==> src/sv/decimal64_canonical_formatter_assert.svh <==
// ----------------------------------------------------------------------------
// Assertion macros for the canonical decimal text formatter
// Concurrent checks clocked on aclk and held off while aresetn is low.
// ----------------------------------------------------------------------------
`ifndef DECIMAL64_CANONICAL_FORMATTER_ASSERT_SVH
`define DECIMAL64_CANONICAL_FORMATTER_ASSERT_SVH

`ifndef SYNTHESIS

// Consequent must hold in the same cycle as the antecedent.
`define DCF_ASSERT_SAME(lbl, ante, cons, msg) \
    lbl: assert property (@(posedge aclk) disable iff (!aresetn) (ante) |-> (cons)) \
        else $error(msg);

// Consequent must hold in the cycle after the antecedent.
`define DCF_ASSERT_NEXT(lbl, ante, cons, msg) \
    lbl: assert property (@(posedge aclk) disable iff (!aresetn) (ante) |=> (cons)) \
        else $error(msg);

`else

`define DCF_ASSERT_SAME(lbl, ante, cons, msg)
`define DCF_ASSERT_NEXT(lbl, ante, cons, msg)

`endif

`endif

==> src/sv/dcf_pkg.sv <==
// ----------------------------------------------------------------------------
// dcf_pkg
// Mode codes, character codes and widths of the canonical decimal formatter.
// ----------------------------------------------------------------------------
package dcf_pkg;

    // Mode codes of the op field.
    localparam logic [1:0] MODE_SIGNED   = 2'd0;
    localparam logic [1:0] MODE_UNSIGNED = 2'd1;
    localparam logic [1:0] MODE_DEC64    = 2'd2;
    localparam logic [1:0] MODE_UNUSED   = 2'd3;

    // Fraction digit limits.
    localparam logic [4:0] FRAC_MIN = 5'd1;
    localparam logic [4:0] FRAC_MAX = 5'd18;

    // Value and BCD widths.
    localparam int VALUE_W  = 64;
    localparam int DIGITS   = 20;
    localparam int BCD_W    = 4 * DIGITS;
    localparam int STEP_W   = $clog2(VALUE_W);

    // ASCII characters.
    localparam logic [7:0] CHAR_ZERO  = 8'h30;
    localparam logic [7:0] CHAR_DOT   = 8'h2E;
    localparam logic [7:0] CHAR_MINUS = 8'h2D;

endpackage

==> src/sv/decimal64_canonical_formatter.sv <==
// ----------------------------------------------------------------------------
// decimal64_canonical_formatter
// Turns a 64-bit value into its canonical decimal text, one character per item.
// ----------------------------------------------------------------------------
// Usage:
//   The input channel (s_valid/s_ready) takes an item of op, raw_value and
//   frac_digits. Op selects signed integer, unsigned integer or decimal64
//   text; the unused op code is accepted and produces no characters.
//   The result channel (m_valid/m_ready) delivers the text one character
//   per item, with m_last_char high on the final character.
//   Sequence: load the item, run a 64-step shift-add-3 binary-to-BCD
//   conversion, locate the first and last digits, then emit one
//   character per cycle while the receiver is ready. A text holds at
//   most 21 characters; the 64-step conversion loop runs through the
//   single BCD adjust unit.
//   s_ready is high only while no item is in work; a new item may be taken
//   while the final character still waits in the output register.
//   A stalled receiver holds the current character and pauses the output.
//   Reset (aresetn low, synchronous) drops any item in work and clears
//   m_valid.
// ----------------------------------------------------------------------------
`include "decimal64_canonical_formatter_assert.svh"

module decimal64_canonical_formatter (
    input  logic        aclk,
    input  logic        aresetn,
    input  logic        s_valid,
    output logic        s_ready,
    input  logic [1:0]  s_op,
    input  logic [63:0] s_raw_value,
    input  logic [4:0]  s_frac_digits,
    output logic        m_valid,
    input  logic        m_ready,
    output logic [7:0]  m_text_char,
    output logic        m_last_char
);

    typedef enum logic [5:0] {
        ST_IDLE  = 6'b000001,
        ST_CONV  = 6'b000010,
        ST_PREP  = 6'b000100,
        ST_SIGN  = 6'b001000,
        ST_DIGIT = 6'b010000,
        ST_POINT = 6'b100000
    } state_t;

    state_t state_reg, state_next;

    logic [dcf_pkg::VALUE_W-1:0] mag_reg, mag_next;
    logic [dcf_pkg::BCD_W-1:0]   bcd_reg, bcd_next;
    logic [dcf_pkg::STEP_W-1:0]  cnt_reg, cnt_next;
    logic                        neg_reg, neg_next;
    logic                        dec_reg, dec_next;
    logic [4:0]                  frac_reg, frac_next;
    logic [4:0]                  pos_reg, pos_next;
    logic [4:0]                  stop_reg, stop_next;

    logic       m_valid_reg, m_valid_next;
    logic [7:0] char_reg, char_next;
    logic       last_reg, last_next;

    logic                      accept;
    logic                      out_free;
    logic                      load;
    logic                      conv_done;
    logic [dcf_pkg::BCD_W-1:0] bcd_adj;
    logic [dcf_pkg::DIGITS-1:0] nz;
    logic [4:0]                hi_idx;
    logic [4:0]                lo_idx;
    logic [3:0]                cur_digit;
    logic                      in_neg;
    logic [4:0]                in_frac;

    assign s_ready     = (state_reg == ST_IDLE);
    assign accept      = s_valid && s_ready;
    assign out_free    = !m_valid_reg || m_ready;
    assign m_valid     = m_valid_reg;
    assign m_text_char = char_reg;
    assign m_last_char = last_reg;

    // The final conversion step is under way.
    assign conv_done = (state_reg == ST_CONV) && (cnt_reg == {dcf_pkg::STEP_W{1'b1}});

    // Sign and fraction clamp of an incoming item.
    assign in_neg = ((s_op == dcf_pkg::MODE_SIGNED) || (s_op == dcf_pkg::MODE_DEC64))
                    && s_raw_value[dcf_pkg::VALUE_W-1];

    always_comb begin
        if (s_frac_digits < dcf_pkg::FRAC_MIN) begin
            in_frac = dcf_pkg::FRAC_MIN;
        end else if (s_frac_digits > dcf_pkg::FRAC_MAX) begin
            in_frac = dcf_pkg::FRAC_MAX;
        end else begin
            in_frac = s_frac_digits;
        end
    end

    // Shift-add-3 adjust: every BCD digit of five or more gets three added.
    always_comb begin
        for (int i = 0; i < dcf_pkg::DIGITS; i++) begin
            if (bcd_reg[4*i +: 4] >= 4'd5) begin
                bcd_adj[4*i +: 4] = bcd_reg[4*i +: 4] + 4'd3;
            end else begin
                bcd_adj[4*i +: 4] = bcd_reg[4*i +: 4];
            end
        end
    end

    // Highest and lowest nonzero digit positions of the converted value.
    always_comb begin
        hi_idx = 5'd0;
        lo_idx = 5'd31;
        for (int i = 0; i < dcf_pkg::DIGITS; i++) begin
            nz[i] = (bcd_reg[4*i +: 4] != 4'd0);
        end
        for (int i = 0; i < dcf_pkg::DIGITS; i++) begin
            if (nz[i]) begin
                hi_idx = 5'(i);
            end
        end
        for (int i = dcf_pkg::DIGITS - 1; i >= 0; i--) begin
            if (nz[i]) begin
                lo_idx = 5'(i);
            end
        end
    end

    assign cur_digit = bcd_reg[4*pos_reg +: 4];

    // Sequencer: load, convert, locate digits, then emit characters.
    always_comb begin
        state_next   = state_reg;
        mag_next     = mag_reg;
        bcd_next     = bcd_reg;
        cnt_next     = cnt_reg;
        neg_next     = neg_reg;
        dec_next     = dec_reg;
        frac_next    = frac_reg;
        pos_next     = pos_reg;
        stop_next    = stop_reg;
        load         = 1'b0;
        char_next    = char_reg;
        last_next    = 1'b0;

        case (state_reg)
            ST_IDLE: begin
                if (accept && (s_op != dcf_pkg::MODE_UNUSED)) begin
                    neg_next   = in_neg;
                    dec_next   = (s_op == dcf_pkg::MODE_DEC64);
                    frac_next  = in_frac;
                    mag_next   = in_neg ? (~s_raw_value + 64'd1) : s_raw_value;
                    bcd_next   = '0;
                    cnt_next   = '0;
                    state_next = ST_CONV;
                end
            end
            ST_CONV: begin
                bcd_next = {bcd_adj[dcf_pkg::BCD_W-2:0], mag_reg[dcf_pkg::VALUE_W-1]};
                mag_next = {mag_reg[dcf_pkg::VALUE_W-2:0], 1'b0};
                cnt_next = cnt_reg + 1'b1;
                if (conv_done) begin
                    state_next = ST_PREP;
                end
            end
            ST_PREP: begin
                if (dec_reg) begin
                    pos_next  = (hi_idx >= frac_reg) ? hi_idx : frac_reg;
                    stop_next = (lo_idx < frac_reg) ? lo_idx : (frac_reg - 5'd1);
                end else begin
                    pos_next  = hi_idx;
                    stop_next = 5'd0;
                end
                state_next = neg_reg ? ST_SIGN : ST_DIGIT;
            end
            ST_SIGN: begin
                if (out_free) begin
                    load       = 1'b1;
                    char_next  = dcf_pkg::CHAR_MINUS;
                    state_next = ST_DIGIT;
                end
            end
            ST_DIGIT: begin
                if (out_free) begin
                    load      = 1'b1;
                    char_next = dcf_pkg::CHAR_ZERO | {4'd0, cur_digit};
                    last_next = (pos_reg == stop_reg);
                    pos_next  = pos_reg - 5'd1;
                    if (pos_reg == stop_reg) begin
                        state_next = ST_IDLE;
                    end else if (dec_reg && (pos_reg == frac_reg)) begin
                        state_next = ST_POINT;
                    end
                end
            end
            ST_POINT: begin
                if (out_free) begin
                    load       = 1'b1;
                    char_next  = dcf_pkg::CHAR_DOT;
                    state_next = ST_DIGIT;
                end
            end
            default: begin
                state_next = ST_IDLE;
            end
        endcase

        // Output register: holds a character until the receiver takes it.
        m_valid_next = m_valid_reg && !m_ready;
        if (load) begin
            m_valid_next = 1'b1;
        end
    end

    // Control registers.
    always_ff @(posedge aclk) begin
        if (!aresetn) begin
            state_reg   <= ST_IDLE;
            m_valid_reg <= 1'b0;
        end else begin
            state_reg   <= state_next;
            m_valid_reg <= m_valid_next;
        end
    end

    // Datapath registers.
    always_ff @(posedge aclk) begin
        mag_reg  <= mag_next;
        bcd_reg  <= bcd_next;
        cnt_reg  <= cnt_next;
        neg_reg  <= neg_next;
        dec_reg  <= dec_next;
        frac_reg <= frac_next;
        pos_reg  <= pos_next;
        stop_reg <= stop_next;
        if (load) begin
            char_reg <= char_next;
            last_reg <= last_next;
        end
    end

    // The emit position never runs below the last kept digit.
    `DCF_ASSERT_SAME(a_pos_above_stop, state_reg == ST_DIGIT, pos_reg >= stop_reg, "pos below stop")
    // A decimal point is only ever produced in decimal64 mode.
    `DCF_ASSERT_SAME(a_point_dec_only, state_reg == ST_POINT, dec_reg, "point outside decimal64")
    // Loading the final character returns the sequencer to idle.
    `DCF_ASSERT_NEXT(a_last_to_idle, load && last_next, state_reg == ST_IDLE, "last without idle")
    // The conversion runs exactly one step per value bit.
    `DCF_ASSERT_NEXT(a_conv_length, conv_done, state_reg == ST_PREP, "conversion length wrong")

endmodule

==> config.mk <==
export PLATFORM = sky130hd
export DESIGN_NAME = decimal64_canonical_formatter
export DESIGN_NICKNAME = d
export VERILOG_FILES = /design/src/sv/dcf_pkg.sv /design/src/sv/decimal64_canonical_formatter.sv
export VERILOG_INCLUDE_DIRS = /design/src /design/src/sv
export SDC_FILE = /design/constraint.sdc
export NUM_CORES = 1
export LEC_CHECK = 0
export ABC_AREA = 0
export BUFFER_PORTS_ARGS = -buffer_cell sky130_fd_sc_hd__buf_2
export CAP_MARGIN = 10
export CORE_MARGIN = 2
export CORE_UTILIZATION = 62
export CTS_CLUSTER_DIAMETER = 40
export DETAILED_ROUTE_END_ITERATION = 12
export PLACE_DENSITY = 0.92
export SLEW_MARGIN = 15
export SYNTH_ARGS = -nofsm -noshare
export SYNTH_HDL_FRONTEND = slang
export SYNTH_SLANG_ARGS = --single-unit
==> constraint.sdc <==
create_clock -name aclk -period 6.6 [get_ports aclk]
set_clock_uncertainty 0.2 [all_clocks]
set_input_delay 1.98 -clock aclk [delete_from_list [all_inputs] [get_ports aclk]]
set_output_delay 1.98 -clock aclk [all_outputs]
set_load 0.005 [all_outputs]
==> qor.yml <==
outcome: "complete, no violations"
cp.arrival_ps: 4570
vias_per_cell: 6.29
hold_depth: 2
clk_latency_ps: 450
crit_chain: "inv_1, ha_1, or3b_2, nor4_1, o21ai_0, a41oi_1, ha_1, a21o_1, a21o_1, a211oi_1, o21ai_0, and3_1"
finalSetupViolCount: 0
synth_cell_types: 65
synth_top_family_by_area: "simple AND/OR/NAND/NOR gates"
yosys.area_share.simple: 0.180
fmax_mhz: 219
first_iter_violations: 926
place_hpwl_um: 18600
cp_max_fo: 7
yosysWarnings: 0
fin_crit_ps: 4560
clk_pin_slew_worst_paths_ps: 70
powerDensity_nw_per_um2: 322
grt_usage: 0.276
regToRegEndpoint: "stop_reg[0]"
vias: 9519
synth_xor_area_frac: 0.0896
yosys.area_share.adder: 0.0627
grt_max_degree: 95
drc: 0
synthDominantCellAreaShare: 0.435
fin_setup_tns_ps: 0
fp.dieH_um: 143
synth_seq_cells: 180
path_buf_inv: 1
layout.nets: 1402
die_x_um: 143
synthMuxAreaShare: 0.0461
maxCapViolations: 0
pre_cts_slack_ps: 1720
r2r-start: "bcd_reg[37]"
leakagePower_uw: 0.00476
worst_r2r_path_depth: 12
tritoncts: "yes"
grt_pass1_wl_um: 44600
drtAntennaViolNets: 0
synth_ff_type: "edfxtp_1"
diodes: 0
final_cell_mix: "edfxtp_1 (173), nor2_1 (166), a21oi_1 (125), nand2_1 (87), buf_2 (82)"
num_rows: 50
cts_buffer_depth: 2
port-buffer-count: 82
r2r_slack_ps: 2040
grt_util_met3: 0.0503
numCtsBuffers: 17
drive_gt1_frac: 0.134
first_pass_iters: 5
min_from: "mag_reg[19]"
fin_crit_sh: 0.691
hold_viol: 0
ios: 86
final.setup.worst_slack_ps: 2040
min_path_type: "flip-flop to flip-flop"
grt_pass1_vias: 9184
syn_area_sq_um: 11900
endpoint_kind: "flip-flop"
start_util: 0.636
synth_compound_area_frac: 0.134
final_max_slew_viol_count: 0
cpPeakStageDelay_ps: 590
cp.required_ps: 6610
fp.dieArea_sq_um: 20400
syn_avg_cell_area_sq_um: 9.90
cts.sinks: 180
antenna_found_initial: 1
gp_congestion: 0.915
timing.hold.ws_ps: 331
synthTopCellsByArea: "edfxtp_1 (44%), ha_1 (6.2%), xnor2_1 (5.5%)"
path_class: "flip-flop to flip-flop"
ctsHoldBuffers: 0
cp_top_family: "compound AO/OA/AOI/OAI gates"
min_to: "mag_reg[20]"
final_common_cell: "edfxtp_1"
post_cts_resized: 0
tightest_slew_ps: 979
post_drt_wl_per_cell_um: 18.2
slowest_stage: "a211oi_1"
cts_max_level: 4
drt-total-wl_um: 27500
async_flop_share: 0
gr-max-usage-layer: "met2"
grt_setup_unrepaired: "false"
area_growth_pct: 9.71
use_met1: 0.339
cts_setup_buffers: 0
largest_reg_flops: 80
synth_edf_count: 173
overflow: 0
ir_worst_vdd_mv: 0.193
seq_area_frac_synth: 0.447
use_met2: 0.476
root_buffer: "clkbuf_16"
core_area_sq_um: 18800
synth_top_area_cell: "edfxtp_1"
syn_inst: 1205
slew_headroom: 0.346
worstSetupStartpointType: "flip-flop"
[logic make-up after synthesis]
kind of cell             after synthesis
buffers and inverters                111
other                                  2
XOR/XNOR                             122
AO/OA/AOI/OAI                        275
AND/OR/NAND/NOR                      430
flip-flops                           180
multiplexers                          25
adder cells (fa/ha/maj)               60
[tightest hold or removal path, cell delays in order (launching register included)]
cell      delay [ps]
edfxtp_1         330
nand2_1           40
o21ai_0           60
[layer usage]
metal / vias to the layer above / wire length, um / part of all wire
met5: - / 0 / 0
met4: 0 / 909 / 0.033
met3: 78 / 2070 / 0.075
met2: 448 / 13700 / 0.50
met1: 4499 / 10800 / 0.39
li1: 4494 / - / -
[power breakdown]
part / internal [uW] / total [uW] / switching, uW
combinational: 498 / 1260 / 764
clock: 600 / 1070 / 468
sequential: 1640 / 1880 / 242
total: 2740 / 4210 / 1470
[worst max path at each step]
stage,slack [ps],startpoint,endpoint,depth (start not counted)
5_1_grt,1720,bcd_reg[32],stop_reg[0],12
3_3_place_gp,1840,s_raw_value[16],mag_reg[60],7
2_1_floorplan,1360,s_valid,bcd_reg[0],3
6_report,2040,bcd_reg[37],stop_reg[0],12
3_5_place_dp,1720,s_raw_value[16],mag_reg[62],7
4_1_cts,2080,bcd_reg[32],stop_reg[0],12
[metrics by stage]
stage | power [uW] | util | instance area, sq um | instances
after floorplan | 2770 | - | 11900 | 1206
after global placement | 3040 | 0.665 | 12500 | 1483
after detailed placement | 3120 | 0.665 | 12500 | 1483
after CTS | 4200 | 0.697 | 13100 | 1514
after global routing | 4430 | 0.697 | 13100 | 1514
final | 4210 | 0.697 | 13100 | 1514
[cell type report]
class                   count  area [sq um]
clock buffers              18           429
fillers                  1314          5680
clock inverters            13           175
multi-input cells         915          6130
repair buffers             91           490
inverters                  63           236
well taps                 234           293
flip-flops and latches    180          5340
[synth_stat cells (3+ instances only)]
master	n
a211oi_1	5
a21boi_0	4
a21oi_1	125
a31oi_1	22
a41oi_1	14
and2_1	4
and3_1	7
buf_1	5
buf_2	4
buf_4	5
buf_6	3
clkbuf_1	29
dfxtp_1	7
edfxtp_1	173
ha_1	59
inv_1	63
mux4_2	24
nand2_1	87
nand2b_1	29
nand3_1	14
nand4_1	7
nand4b_1	4
nor2_1	166
nor2b_1	7
nor3_1	37
nor3b_1	21
nor4_1	15
o2111ai_1	4
o211ai_1	4
o21a_1	3
o21ai_0	66
o22ai_1	3
o31ai_1	10
o41ai_1	4
or3b_2	14
xnor2_1	75
xor2_1	47
Note: power is estimated with default switching activity, not from simulation.
